<file path="config.mk">
export PLATFORM = sky130hd
export DESIGN_NAME = packet_rate_congestion_control
export DESIGN_NICKNAME = d
export VERILOG_FILES = /design/src/design/prcc_pkg.sv /design/src/design/packet_rate_congestion_control.sv
export SDC_FILE = /design/constraint.sdc
export NUM_CORES = 1
export LEC_CHECK = 0
export ABC_AREA = 1
export BUFFER_PORTS_ARGS = -buffer_cell sky130_fd_sc_hd__buf_4
export CORE_ASPECT_RATIO = 0.7
export CORE_MARGIN = 5
export CORE_UTILIZATION = 56
export DETAILED_ROUTE_END_ITERATION = 6
export PLACE_DENSITY = 0.87
export REMOVE_ABC_BUFFERS = 1
export SETUP_SLACK_MARGIN = 0.4
export SKIP_CTS_REPAIR_TIMING = 1
export SLEW_MARGIN = 25
export SYNTH_ARGS = -nofsm -noshare
export SYNTH_HDL_FRONTEND = slang
export SYNTH_SLANG_ARGS = --single-unit
</file>
<file path="constraint.sdc">
create_clock -name i_clk -period 6.6 [get_ports i_clk]
set_clock_uncertainty 0.05 [all_clocks]
set_input_delay 0.33 -clock i_clk [delete_from_list [all_inputs] [get_ports i_clk]]
set_output_delay 0.33 -clock i_clk [all_outputs]
set_load 0.02 [all_outputs]
</file>
<file path="src/design/prcc_pkg.sv">
// ============================================================================
// prcc_pkg
// Shared types and constants for the packet rate congestion controller.
// ============================================================================
package prcc_pkg;

    // Fixed point and sequence number sizes.
    localparam int FRACTION_BITS = 16;
    localparam int SEQUENCE_BITS = 32;

    // Field widths.
    localparam int RATE_W    = 32;
    localparam int QUEUED_W  = 32;
    localparam int DESIRED_W = 16;
    localparam int PSIZE_W   = 16;
    localparam int WHOLE_W   = 16;

    // Desired count after adding the quotient can carry one bit.
    localparam int SUM_W = QUEUED_W + 1;

    // Divider step count and its counter width.
    localparam int DIV_STEPS = QUEUED_W;
    localparam int CNT_W     = $clog2(DIV_STEPS);

    // Reset values.
    localparam logic [PSIZE_W-1:0] PACKET_SIZE_RESET = PSIZE_W'(3000);
    localparam logic [RATE_W-1:0]  ONE_FIXED = RATE_W'(64'd1 << FRACTION_BITS);
    localparam logic [63:0] THRESHOLD_WIDE = 64'd1000 << FRACTION_BITS;
    localparam logic [RATE_W-1:0] THRESHOLD_RESET =
        (THRESHOLD_WIDE > 64'hFFFF_FFFF) ? {RATE_W{1'b1}} : THRESHOLD_WIDE[RATE_W-1:0];

    // Event kinds.
    localparam logic [1:0] MODE_GROUP = 2'd0;
    localparam logic [1:0] MODE_ACK   = 2'd1;
    localparam logic [1:0] MODE_LOSS  = 2'd2;
    localparam logic [1:0] MODE_SENT  = 2'd3;

    // Input request payload.
    typedef struct packed {
        logic [1:0]           mode;
        logic [DESIRED_W-1:0] desired_packets;
        logic [QUEUED_W-1:0]  bytes_queued;
        logic [31:0]          packet_number;
    } t_in_item;

    // Result payload.
    typedef struct packed {
        logic [WHOLE_W-1:0] whole_packets;
        logic [RATE_W-1:0]  packets_per_group;
        logic [RATE_W-1:0]  slow_start_limit;
    } t_out_item;

    // Controller sequencer states.
    typedef enum logic [2:0] {
        ST_IDLE = 3'b001,
        ST_DIV  = 3'b010,
        ST_CALC = 3'b100
    } t_state;

endpackage

</file>
<file path="src/design/packet_rate_congestion_control.sv">
// ============================================================================
// packet_rate_congestion_control
// Sender packet rate controller with slow start and rate halving on loss.
// ============================================================================
// Usage:
// Events enter on the input channel (i_in_valid / o_in_ready / i_in_data) and
// each one yields exactly one result on the output channel (o_out_valid /
// i_out_ready / o_out_data). One event is in work at a time.
// A group event converts the queued bytes to packets with a bit-serial
// restoring divider that retires one quotient bit per cycle; the ST_DIV steps
// are followed by the ST_CALC update, which registers the result.
// Acknowledge, loss and sent events skip the divider and go straight to
// ST_CALC, which registers the result once the output register is free.
// The input is ready again once the result is registered, so a new event is
// taken only after the last one has finished.
// The packet size register is written on the cfg channel (always ready) and
// should only change while no event is in work.
// Reset (i_rst_n low, synchronous) restores rate 1.0, threshold 1000.0, zero
// credit, guards and sent count, and packet size 3000.
// When the receiver stalls, the result waits in the output register while a
// new request may be accepted; that request completes only once the output
// register is free again.
// ============================================================================
module packet_rate_congestion_control
    import prcc_pkg::*;
(
    input  logic               i_clk,
    input  logic               i_rst_n,
    input  logic               i_in_valid,
    output logic               o_in_ready,
    input  t_in_item           i_in_data,
    output logic               o_out_valid,
    input  logic               i_out_ready,
    output t_out_item          o_out_data,
    input  logic               i_cfg_valid,
    output logic               o_cfg_ready,
    input  logic [PSIZE_W-1:0] i_cfg_data
);

    // Control and state registers.
    t_state                   r_state, n_state;
    logic [CNT_W-1:0]         r_cnt, n_cnt;
    logic                     r_out_valid, n_out_valid;
    logic [PSIZE_W-1:0]       r_psize;
    logic [RATE_W-1:0]        r_rate, n_rate;
    logic [RATE_W-1:0]        r_credit, n_credit;
    logic [RATE_W-1:0]        r_thresh, n_thresh;
    logic [SEQUENCE_BITS-1:0] r_inc_guard, n_inc_guard;
    logic [SEQUENCE_BITS-1:0] r_dec_guard, n_dec_guard;
    logic [SEQUENCE_BITS-1:0] r_sent, n_sent;

    // Captured request and divider datapath.
    logic [1:0]               r_mode, n_mode;
    logic [DESIRED_W-1:0]     r_desired, n_desired;
    logic [SEQUENCE_BITS-1:0] r_pnum, n_pnum;
    logic [QUEUED_W-1:0]      r_quot, n_quot;
    logic [PSIZE_W-1:0]       r_rem, n_rem;
    logic [PSIZE_W-1:0]       r_div, n_div;
    t_out_item                r_out, n_out;

    // Combinational helpers.
    logic                     in_fire;
    logic                     out_free;
    logic [PSIZE_W:0]         rem_shift;
    logic                     rem_ge;
    logic [SUM_W-1:0]         desired_sum;
    logic [RATE_W:0]          credit_sum;
    logic [SUM_W-1:0]         whole_raw;
    logic [SUM_W-1:0]         whole_cap;
    logic [WHOLE_W-1:0]       whole_sat;
    logic [SUM_W-1:0]         rate_whole;
    logic [RATE_W:0]          rate_inc;
    logic [RATE_W-1:0]        rate_half;

    assign o_in_ready  = (r_state == ST_IDLE);
    assign in_fire     = i_in_valid && o_in_ready;
    assign out_free    = !r_out_valid || i_out_ready;
    assign o_out_valid = r_out_valid;
    assign o_out_data  = r_out;
    assign o_cfg_ready = 1'b1;

    // One restoring division step: shift in the next dividend bit, subtract if it fits.
    assign rem_shift = {r_rem, r_quot[QUEUED_W-1]};
    assign rem_ge    = (rem_shift >= {1'b0, r_div});

    // Group arithmetic on the finished quotient.
    assign desired_sum = SUM_W'(r_desired) + SUM_W'(r_quot);
    assign credit_sum  = {1'b0, r_credit} + {1'b0, r_rate};
    assign whole_raw   = SUM_W'(credit_sum >> FRACTION_BITS);
    assign whole_cap   = (whole_raw > desired_sum) ? desired_sum : whole_raw;
    assign whole_sat   = (whole_cap > SUM_W'({WHOLE_W{1'b1}})) ? {WHOLE_W{1'b1}}
                                                               : whole_cap[WHOLE_W-1:0];
    // desired << FRACTION_BITS <= rate holds exactly when desired <= whole part of rate.
    assign rate_whole  = SUM_W'(r_rate >> FRACTION_BITS);

    // Acknowledge and loss rate updates.
    assign rate_inc  = {1'b0, r_rate} + {1'b0, ONE_FIXED};
    assign rate_half = ((r_rate >> 1) < ONE_FIXED) ? ONE_FIXED : (r_rate >> 1);

    // Sequencer and datapath next state.
    always_comb begin
        n_state     = r_state;
        n_cnt       = r_cnt;
        n_out_valid = r_out_valid;
        n_rate      = r_rate;
        n_credit    = r_credit;
        n_thresh    = r_thresh;
        n_inc_guard = r_inc_guard;
        n_dec_guard = r_dec_guard;
        n_sent      = r_sent;
        n_mode      = r_mode;
        n_desired   = r_desired;
        n_pnum      = r_pnum;
        n_quot      = r_quot;
        n_rem       = r_rem;
        n_div       = r_div;
        n_out       = r_out;

        if (r_out_valid && i_out_ready) begin
            n_out_valid = 1'b0;
        end

        case (r_state)
            ST_IDLE: begin
                if (in_fire) begin
                    n_mode    = i_in_data.mode;
                    n_desired = i_in_data.desired_packets;
                    n_pnum    = i_in_data.packet_number[SEQUENCE_BITS-1:0];
                    n_quot    = i_in_data.bytes_queued;
                    n_rem     = '0;
                    n_div     = (r_psize == '0) ? PSIZE_W'(1) : r_psize;
                    n_cnt     = '0;
                    n_state   = (i_in_data.mode == MODE_GROUP) ? ST_DIV : ST_CALC;
                end
            end
            ST_DIV: begin
                n_rem  = rem_ge ? PSIZE_W'(rem_shift - {1'b0, r_div}) : rem_shift[PSIZE_W-1:0];
                n_quot = {r_quot[QUEUED_W-2:0], rem_ge};
                n_cnt  = r_cnt + CNT_W'(1);
                if (r_cnt == CNT_W'(DIV_STEPS - 1)) begin
                    n_state = ST_CALC;
                end
            end
            ST_CALC: begin
                if (out_free) begin
                    n_out.whole_packets = '0;
                    case (r_mode)
                        MODE_GROUP: begin
                            n_credit = RATE_W'(credit_sum[FRACTION_BITS-1:0]);
                            if (desired_sum <= rate_whole) begin
                                n_inc_guard = r_sent + SEQUENCE_BITS'(whole_sat)
                                            + SEQUENCE_BITS'(1);
                            end
                            if (whole_sat == WHOLE_W'(1)) begin
                                n_dec_guard = r_sent + SEQUENCE_BITS'(2);
                            end
                            n_out.whole_packets = whole_sat;
                        end
                        MODE_ACK: begin
                            if (r_pnum >= r_inc_guard) begin
                                if (r_rate >= r_thresh) begin
                                    n_inc_guard = r_sent + SEQUENCE_BITS'(1);
                                end
                                n_rate = rate_inc[RATE_W] ? {RATE_W{1'b1}}
                                                          : rate_inc[RATE_W-1:0];
                            end
                        end
                        MODE_LOSS: begin
                            if (r_pnum >= r_dec_guard) begin
                                n_rate      = rate_half;
                                n_thresh    = rate_half;
                                n_dec_guard = r_sent + SEQUENCE_BITS'(1);
                            end
                        end
                        default: begin
                            n_sent = r_sent + SEQUENCE_BITS'(1);
                        end
                    endcase
                    n_out.packets_per_group = n_rate;
                    n_out.slow_start_limit  = n_thresh;
                    n_out_valid = 1'b1;
                    n_state     = ST_IDLE;
                end
            end
            default: begin
                n_state = ST_IDLE;
            end
        endcase
    end

    // Control state with reset.
    always_ff @(posedge i_clk) begin
        if (!i_rst_n) begin
            r_state     <= ST_IDLE;
            r_cnt       <= '0;
            r_out_valid <= 1'b0;
            r_psize     <= PACKET_SIZE_RESET;
            r_rate      <= ONE_FIXED;
            r_credit    <= '0;
            r_thresh    <= THRESHOLD_RESET;
            r_inc_guard <= '0;
            r_dec_guard <= '0;
            r_sent      <= '0;
        end else begin
            r_state     <= n_state;
            r_cnt       <= n_cnt;
            r_out_valid <= n_out_valid;
            r_rate      <= n_rate;
            r_credit    <= n_credit;
            r_thresh    <= n_thresh;
            r_inc_guard <= n_inc_guard;
            r_dec_guard <= n_dec_guard;
            r_sent      <= n_sent;
            if (i_cfg_valid) begin
                r_psize <= i_cfg_data;
            end
        end
    end

    // Payload registers without reset.
    always_ff @(posedge i_clk) begin
        r_mode    <= n_mode;
        r_desired <= n_desired;
        r_pnum    <= n_pnum;
        r_quot    <= n_quot;
        r_rem     <= n_rem;
        r_div     <= n_div;
        r_out     <= n_out;
    end

endmodule

</file>
### Word-level counts from Yosys, hierarchy flattened

Index checks and enable logic that the tools add are counted.

| word-level totals | value |
|---|---|
| input bits | 103 |
| register bits after elaboration | 395 |
| word-level logic and storage cells | 102 |
| output and inout bits | 83 |

| operators by class | value |
|---|---|
| reduce and logical (&&, ||, !) cells | 19 |
| $lt $le $gt $ge | 8 |
| add/subtract/negate cells | 9 |
| mux-type cells | 31 |
| equal/unequal tests | 15 |
| bitwise gates (word level) | 1 |

Operators with widths:

| cell | number |
|---|---|
| two-way mux 32 bit | 11 |
| one-hot mux 32 bit (2 select lines) | 4 |
| greater-or-equal comparator 32 bit | 3 |
| adder 16 x 32 -> 33 bit | 2 |
| adder 32 x 1 -> 32 bit (second input constant) | 2 |
| two-way mux 16 bit | 3 |
| adder 32 x 17 -> 33 bit (second input constant) | 1 |
| greater-than comparator 17 x 33 -> 1 bit | 1 |
| greater-than comparator 33 x 16 -> 1 bit (second input constant) | 1 |
| less-or-equal comparator 33 x 16 -> 1 bit | 1 |
| two-way mux 33 bit | 1 |
| adder 32 x 16 -> 32 bit | 1 |
| adder 32 x 2 -> 32 bit (second input constant) | 1 |
| one-hot mux 16 bit (2 select lines) | 1 |
| less-than comparator 31 x 17 -> 1 bit (second input constant) | 1 |
| two-way mux 31 bit | 1 |
| greater-or-equal comparator 17 x 16 -> 1 bit | 1 |
| equality test 16 x 1 -> 1 bit (second input constant) | 1 |
| logical NOT 16 bit | 1 |
| subtractor 16 bit | 1 |
| inequality test 2 bit (second input constant) | 7 |
| two-way mux 3 bit | 4 |
| one-hot mux 5 bit (2 select lines) | 1 |
| one-hot mux 3 bit (3 select lines) | 1 |
| other kinds (21) | 31 |

### Longest topological paths before layout

| depth | value |
|---|---|
| depth after elaboration | 9 |
| depth in mapped cells | 45 |
| mapped depth without buffers | 45 |

### Worst setup path after synthesis

No wires, ideal clock.

| timing path | value |
|---|---|
| path type | register to register |
| start point | reg r_rate[0] |
| end point | reg r_inc_guard[30] |
| slack | 0.378 ns |
| path buffers | 1 |
| library setup time | 0.070 ns |
| arrival | 6.101 ns |
| clock period less this slack | 6.222 ns |
| required time | 6.480 ns |
| stages on the path, launching flop included | 45 |
| cell sequence | dfxtp_1 ha_1 fa_1 nand3_1 nand2_1 a21oi_1 inv_1 nand2_1 nand2_1 a21oi_1 o21ai_1 nand2_1 nor2_1 xor2_1 inv_1 ha_1 a21oi_1 nor2_1 [... 9 more ...] ha_1 nand3_1 nand3_1 nand3_1 nand2_1 nand2_1 o211ai_1 nand2_1 nand2_1 a31oi_1 o21ai_0 nand2_1 nor2_1 xor2_1 nand2_1 nand2_1 nand2_1 a21oi_1 |

| on the way | value |
|---|---|
| cells in the longest elaborated chain, start to end | 9 |
| elaborated cells between the ends (all ways) | 12 |
| classes of those cells | add/sub: 3; order compare: 3; eq/ne: 1; mux: 4; reduce/logical: 1 |

RTL lines:

| what | RTL line | RTL |
|---|---|---|
| start, declared | packet_rate_congestion_control.sv:45 | `logic [RATE_W-1:0] r_rate, n_rate;` |
| start signal, assigned | packet_rate_congestion_control.sv:208 | `r_rate <= n_rate;` |
| adder 16 x 32 -> 33 bit * | packet_rate_congestion_control.sv:88 | `assign credit_sum = {1'b0, r_credit} + {1'b0, r_rate};` |
| greater-than comparator 17 x 33 -> 1 bit | packet_rate_congestion_control.sv:90 | `assign whole_cap = (whole_raw > desired_sum) ? desired_sum : whole_raw;` |
| two-way mux 33 bit * | packet_rate_congestion_control.sv:90 |  |
| greater-than comparator 33 x 16 -> 1 bit | packet_rate_congestion_control.sv:91 | `assign whole_sat = (whole_cap > SUM_W'({WHOLE_W{1'b1}})) ? {WHOLE_W{1'b1}}` |
| two-way mux 16 bit * | packet_rate_congestion_control.sv:91 |  |
| named net whole_sat[3] | packet_rate_congestion_control.sv:70 | `logic [WHOLE_W-1:0] whole_sat;` |
| adder 32 x 16 -> 32 bit * | packet_rate_congestion_control.sv:151 | `n_inc_guard = r_sent + SEQUENCE_BITS'(whole_sat)` |
| adder 32 x 1 -> 32 bit * | packet_rate_congestion_control.sv:152 | `+ SEQUENCE_BITS'(1);` |
| two-way mux 32 bit * | packet_rate_congestion_control.sv:150 | `if (desired_sum <= rate_whole) begin` |
| one-hot mux 32 bit (2 select lines) * | packet_rate_congestion_control.sv:147 | `case (r_mode)` |
| end signal, assigned | packet_rate_congestion_control.sv:211 | `r_inc_guard <= n_inc_guard;` |
| end, declared | packet_rate_congestion_control.sv:48 | `logic [SEQUENCE_BITS-1:0] r_inc_guard, n_inc_guard;` |

The timed path passes the listed nets; every way through them passes the cells marked *. The select of a mux whose other input is x is not followed.
A chain may end at the register's enable or synchronous reset.

### Final worst setup path

| timing path | value |
|---|---|
| start point | reg r_rate[3] |
| end point | reg r_inc_guard[18] |

| on the way | value |
|---|---|
| cells in the longest elaborated chain, start to end | 9 |
| elaborated cells between the ends (all ways) | 12 |
| classes of those cells | add/sub: 3; order compare: 3; eq/ne: 1; mux: 4; reduce/logical: 1 |

RTL lines:

| what | RTL line |
|---|---|
| adder 16 x 32 -> 33 bit | packet_rate_congestion_control.sv:88 |
| greater-than comparator 17 x 33 -> 1 bit | packet_rate_congestion_control.sv:90 |
| two-way mux 33 bit | packet_rate_congestion_control.sv:90 |
| greater-than comparator 33 x 16 -> 1 bit | packet_rate_congestion_control.sv:91 |
| two-way mux 16 bit | packet_rate_congestion_control.sv:91 |
| adder 32 x 16 -> 32 bit | packet_rate_congestion_control.sv:151 |
| adder 32 x 1 -> 32 bit | packet_rate_congestion_control.sv:152 |
| two-way mux 32 bit | packet_rate_congestion_control.sv:150 |
| one-hot mux 32 bit (2 select lines) | packet_rate_congestion_control.sv:147 |

Parallel ways exist; a longest one is shown, timed or not. The select of a mux whose other input is x is not followed.

==> metrics <==
Final Max Tran Viols=0; most frequent cell after synthesis=nand2_1; pin count of the biggest net entering global routing=88; Placer Congestion=1.01; Lkg Pwr=0.0136 uW; CP endpoint kind=flop; Placeable Area=0.0449 mm^2; RSZ-0062 raised after global routing=yes; synth warn=0; Power Internal=5860 uW; die area=0.0497 mm^2; Clock Tree Buf Depth=3; Post-synth top cells=695 x nand2_1, 465 x inv_1, 316 x nor2_1, 280 x a21oi_1, 276 x o21ai_0; top cell type's share of synthesized area=23.0%; CTS tree=yes; wire length per cell=18.3 um; Post-DP Area=0.0276 mm^2; Synth area leaders=edfxtp_1 23%, dfxtp_1 16%, nand2_1 10%, ha_1 10%, inv_1 6.9%; CTS Sinks=395; drt total wl=78000 um; Core Rows=65; Worst slew margin=29.6%; H-tree lvl count=2; IO Port Bufs=184; CTS Buf Count=41; maximum fanout along the worst path=7; combinational share of power=43.1%; Synth Instances=3371; Root Driver=clkbuf_16; Hold Crit Class=input pin to flop; HPWL after detailed placement=54800 um; Worst path max stage delay=0.39 ns; initial antenna violation count=0; Starting Density=56.5%; Die W=264 um; share of cells above drive strength 1=15.1%; vias in the first global route=21755; final hold slack=-0.0420 ns; failing checks=negative hold slack; CP startpoint kind=flop; Yosys cell types=66; Net Sw Frac=41.5%; max-cap viol count=0; clock latency on the worst-skew pair=0.56 ns; initial drt markers=3418; Die Y=188 um; ANT cells=0; critical path's slowest cell=ha_1; Vias per Instance=5.79; total global routing overflow=0; synthesized flop and latch total=395; Pwr Density=326 mW/mm^2; Hold Fails Final Rpt=3; post-route setup TNS=0 ns; syn_area_per_cell=7.52 um^2; Peak VDD IR=0.270 mV; ys flop type=dfxtp_1; vias=24729; crit path DAT=6.63 ns; CP Data Required Time=6.98 ns; GR Util All Layers=28.5%; Yosys top cell by area=edfxtp_1; Pre-antenna DRT Iters=7; sequential area share after synthesis=38.9%; sw power=4160 uW; Worst Max-Slew Pin Slew=1.05 ns; sequential group share of total power=33.2%; Post-synth EDFFs=194; clock power share=23.8%; Synth async-reset ratio=0%; post-route cell area=0.0308 mm^2; Period minus WS final=6.25 ns; clock-pin slew on the worst setup and hold paths=0.06 ns; Final Net Count=3944; drc violations=0; fmax=160 MHz; first-pass GRT wire length=117000 um; I/O pin total=186; Final ANT Viol Nets=0; final setup fails=0; run status=finished with violations; Layout area overhead=21.5%; final worst-path cycle share=94.7%; Post-Syn Area=0.0253 mm^2; Crit Path Category=flop to flop
==> sequential cells by signal, summed over array words and instances (netlist names), 5 cells and up <==
register	count
r_pnum	32
r_inc_guard	32
r_thresh	32
r_credit	16
r_sent	32
r_cnt	5
r_div	16
r_psize	16
r_rem	16
r_quot	32
r_dec_guard	32
r_rate	32
r_desired	16
o_out_data	80
==> cells in the final DEF, fill, tap and decap left out, drive strengths merged, types with 6 or more instances in the layout <==
cell,instances
clkinv,27
nor3,77
nand3,149
nor4,19
o21bai,18
o21ai,285
ha,202
o22ai,7
xnor2,23
buf,290
a211oi,23
inv,481
o31ai,6
dlygate4sd3,64
nand2,707
nor2,326
nand4,29
clkbuf,54
edfxtp,194
a21oi,290
nand3b,8
dfxtp,201
xor2,104
o211ai,20
a31oi,14
==> cell families (layout without fill, tap and decap cells) <==
logic type                 Yosys count  in the layout  synth area share [%]
and+or+nand+nor                   1324           1324                  21.9
DFF                                395            395                  38.9
xor gates and xnor gates           127            127                  4.39
other                                1              1                0.0148
muxes                                2              2                0.0790
buffers and inverters              626            922                  9.45
adders and majority gates          206            206                  10.3
AOI/OAI and AO/OA                  690            690                  15.0
==> power by group through the flow <==
stage                     sequential, uW  clock (uW)  combinational [uW]
after detailed placement            3350           0                3860
after floorplan                     3360           0                2530
after global routing                3350        2530                4730
final                               3320        2390                4320
after global placement              3340           0                3770
after CTS                           3300        2410                3900
==> stage by stage <==
step	util [%]	worst slack (ns)	total power, uW	hold WS [ns]	std cells
floorplan	-	-3.54	5900	0.364	3238
global placement	61.5	-0.0290	7110	0.389	4109
detailed placement	61.5	-0.297	7210	0.387	4109
CTS	64.6	-0.370	9610	-0.125	4184
global route	68.6	0.0599	10600	-0.0258	4270
finish	68.6	0.350	10000	-0.0420	4270
==> layout make-up <==
| type | count | area, um^2 |
|---|---|---|
| clock inverter | 21 | 198 |
| tap | 603 | 754 |
| sequential | 395 | 9850 |
| multi-input combinational | 2350 | 14100 |
| clock buffer | 54 | 1180 |
| timing repair buffer | 354 | 2900 |
| inverter | 493 | 1860 |
| fill | 3447 | 14100 |
==> critical path, delay by kind of cell (launching register included) <==
family | cells | cell delay (ns)
adder cells (fa/ha/maj) | 4 | 1.25
XOR/XNOR | 2 | 0.39
buffers and inverters | 6 | 0.66
flip-flops | 1 | 0.36
AND/OR/NAND/NOR | 16 | 1.49
AO/OA/AOI/OAI | 14 | 1.92
==> per-layer routing <==
layer / track usage (%) / vias to the layer above / share of wire [%]
li1: - / 11662 / -
met1: 43.3 / 11349 / 42
met2: 40.5 / 1539 / 42
met3: 7.74 / 179 / 13
met4: 6.64 / 0 / 2.5
met5: 0 / - / 0
==> path summary, 6_finish.rpt <==
kind / from / to / slack (ns) / cells after the start
worst max-delay path: r_rate[3] / r_inc_guard[18] / 0.35 / 42
worst min-delay path: i_cfg_data[14] / r_psize[14] / -0.04 / 3
worst max register to register: r_rate[3] / r_inc_guard[18] / 0.35 / 42
worst min register to register: r_psize[8] / r_div[8] / 0.41 / 0
Power figures use the tool's default switching activity.
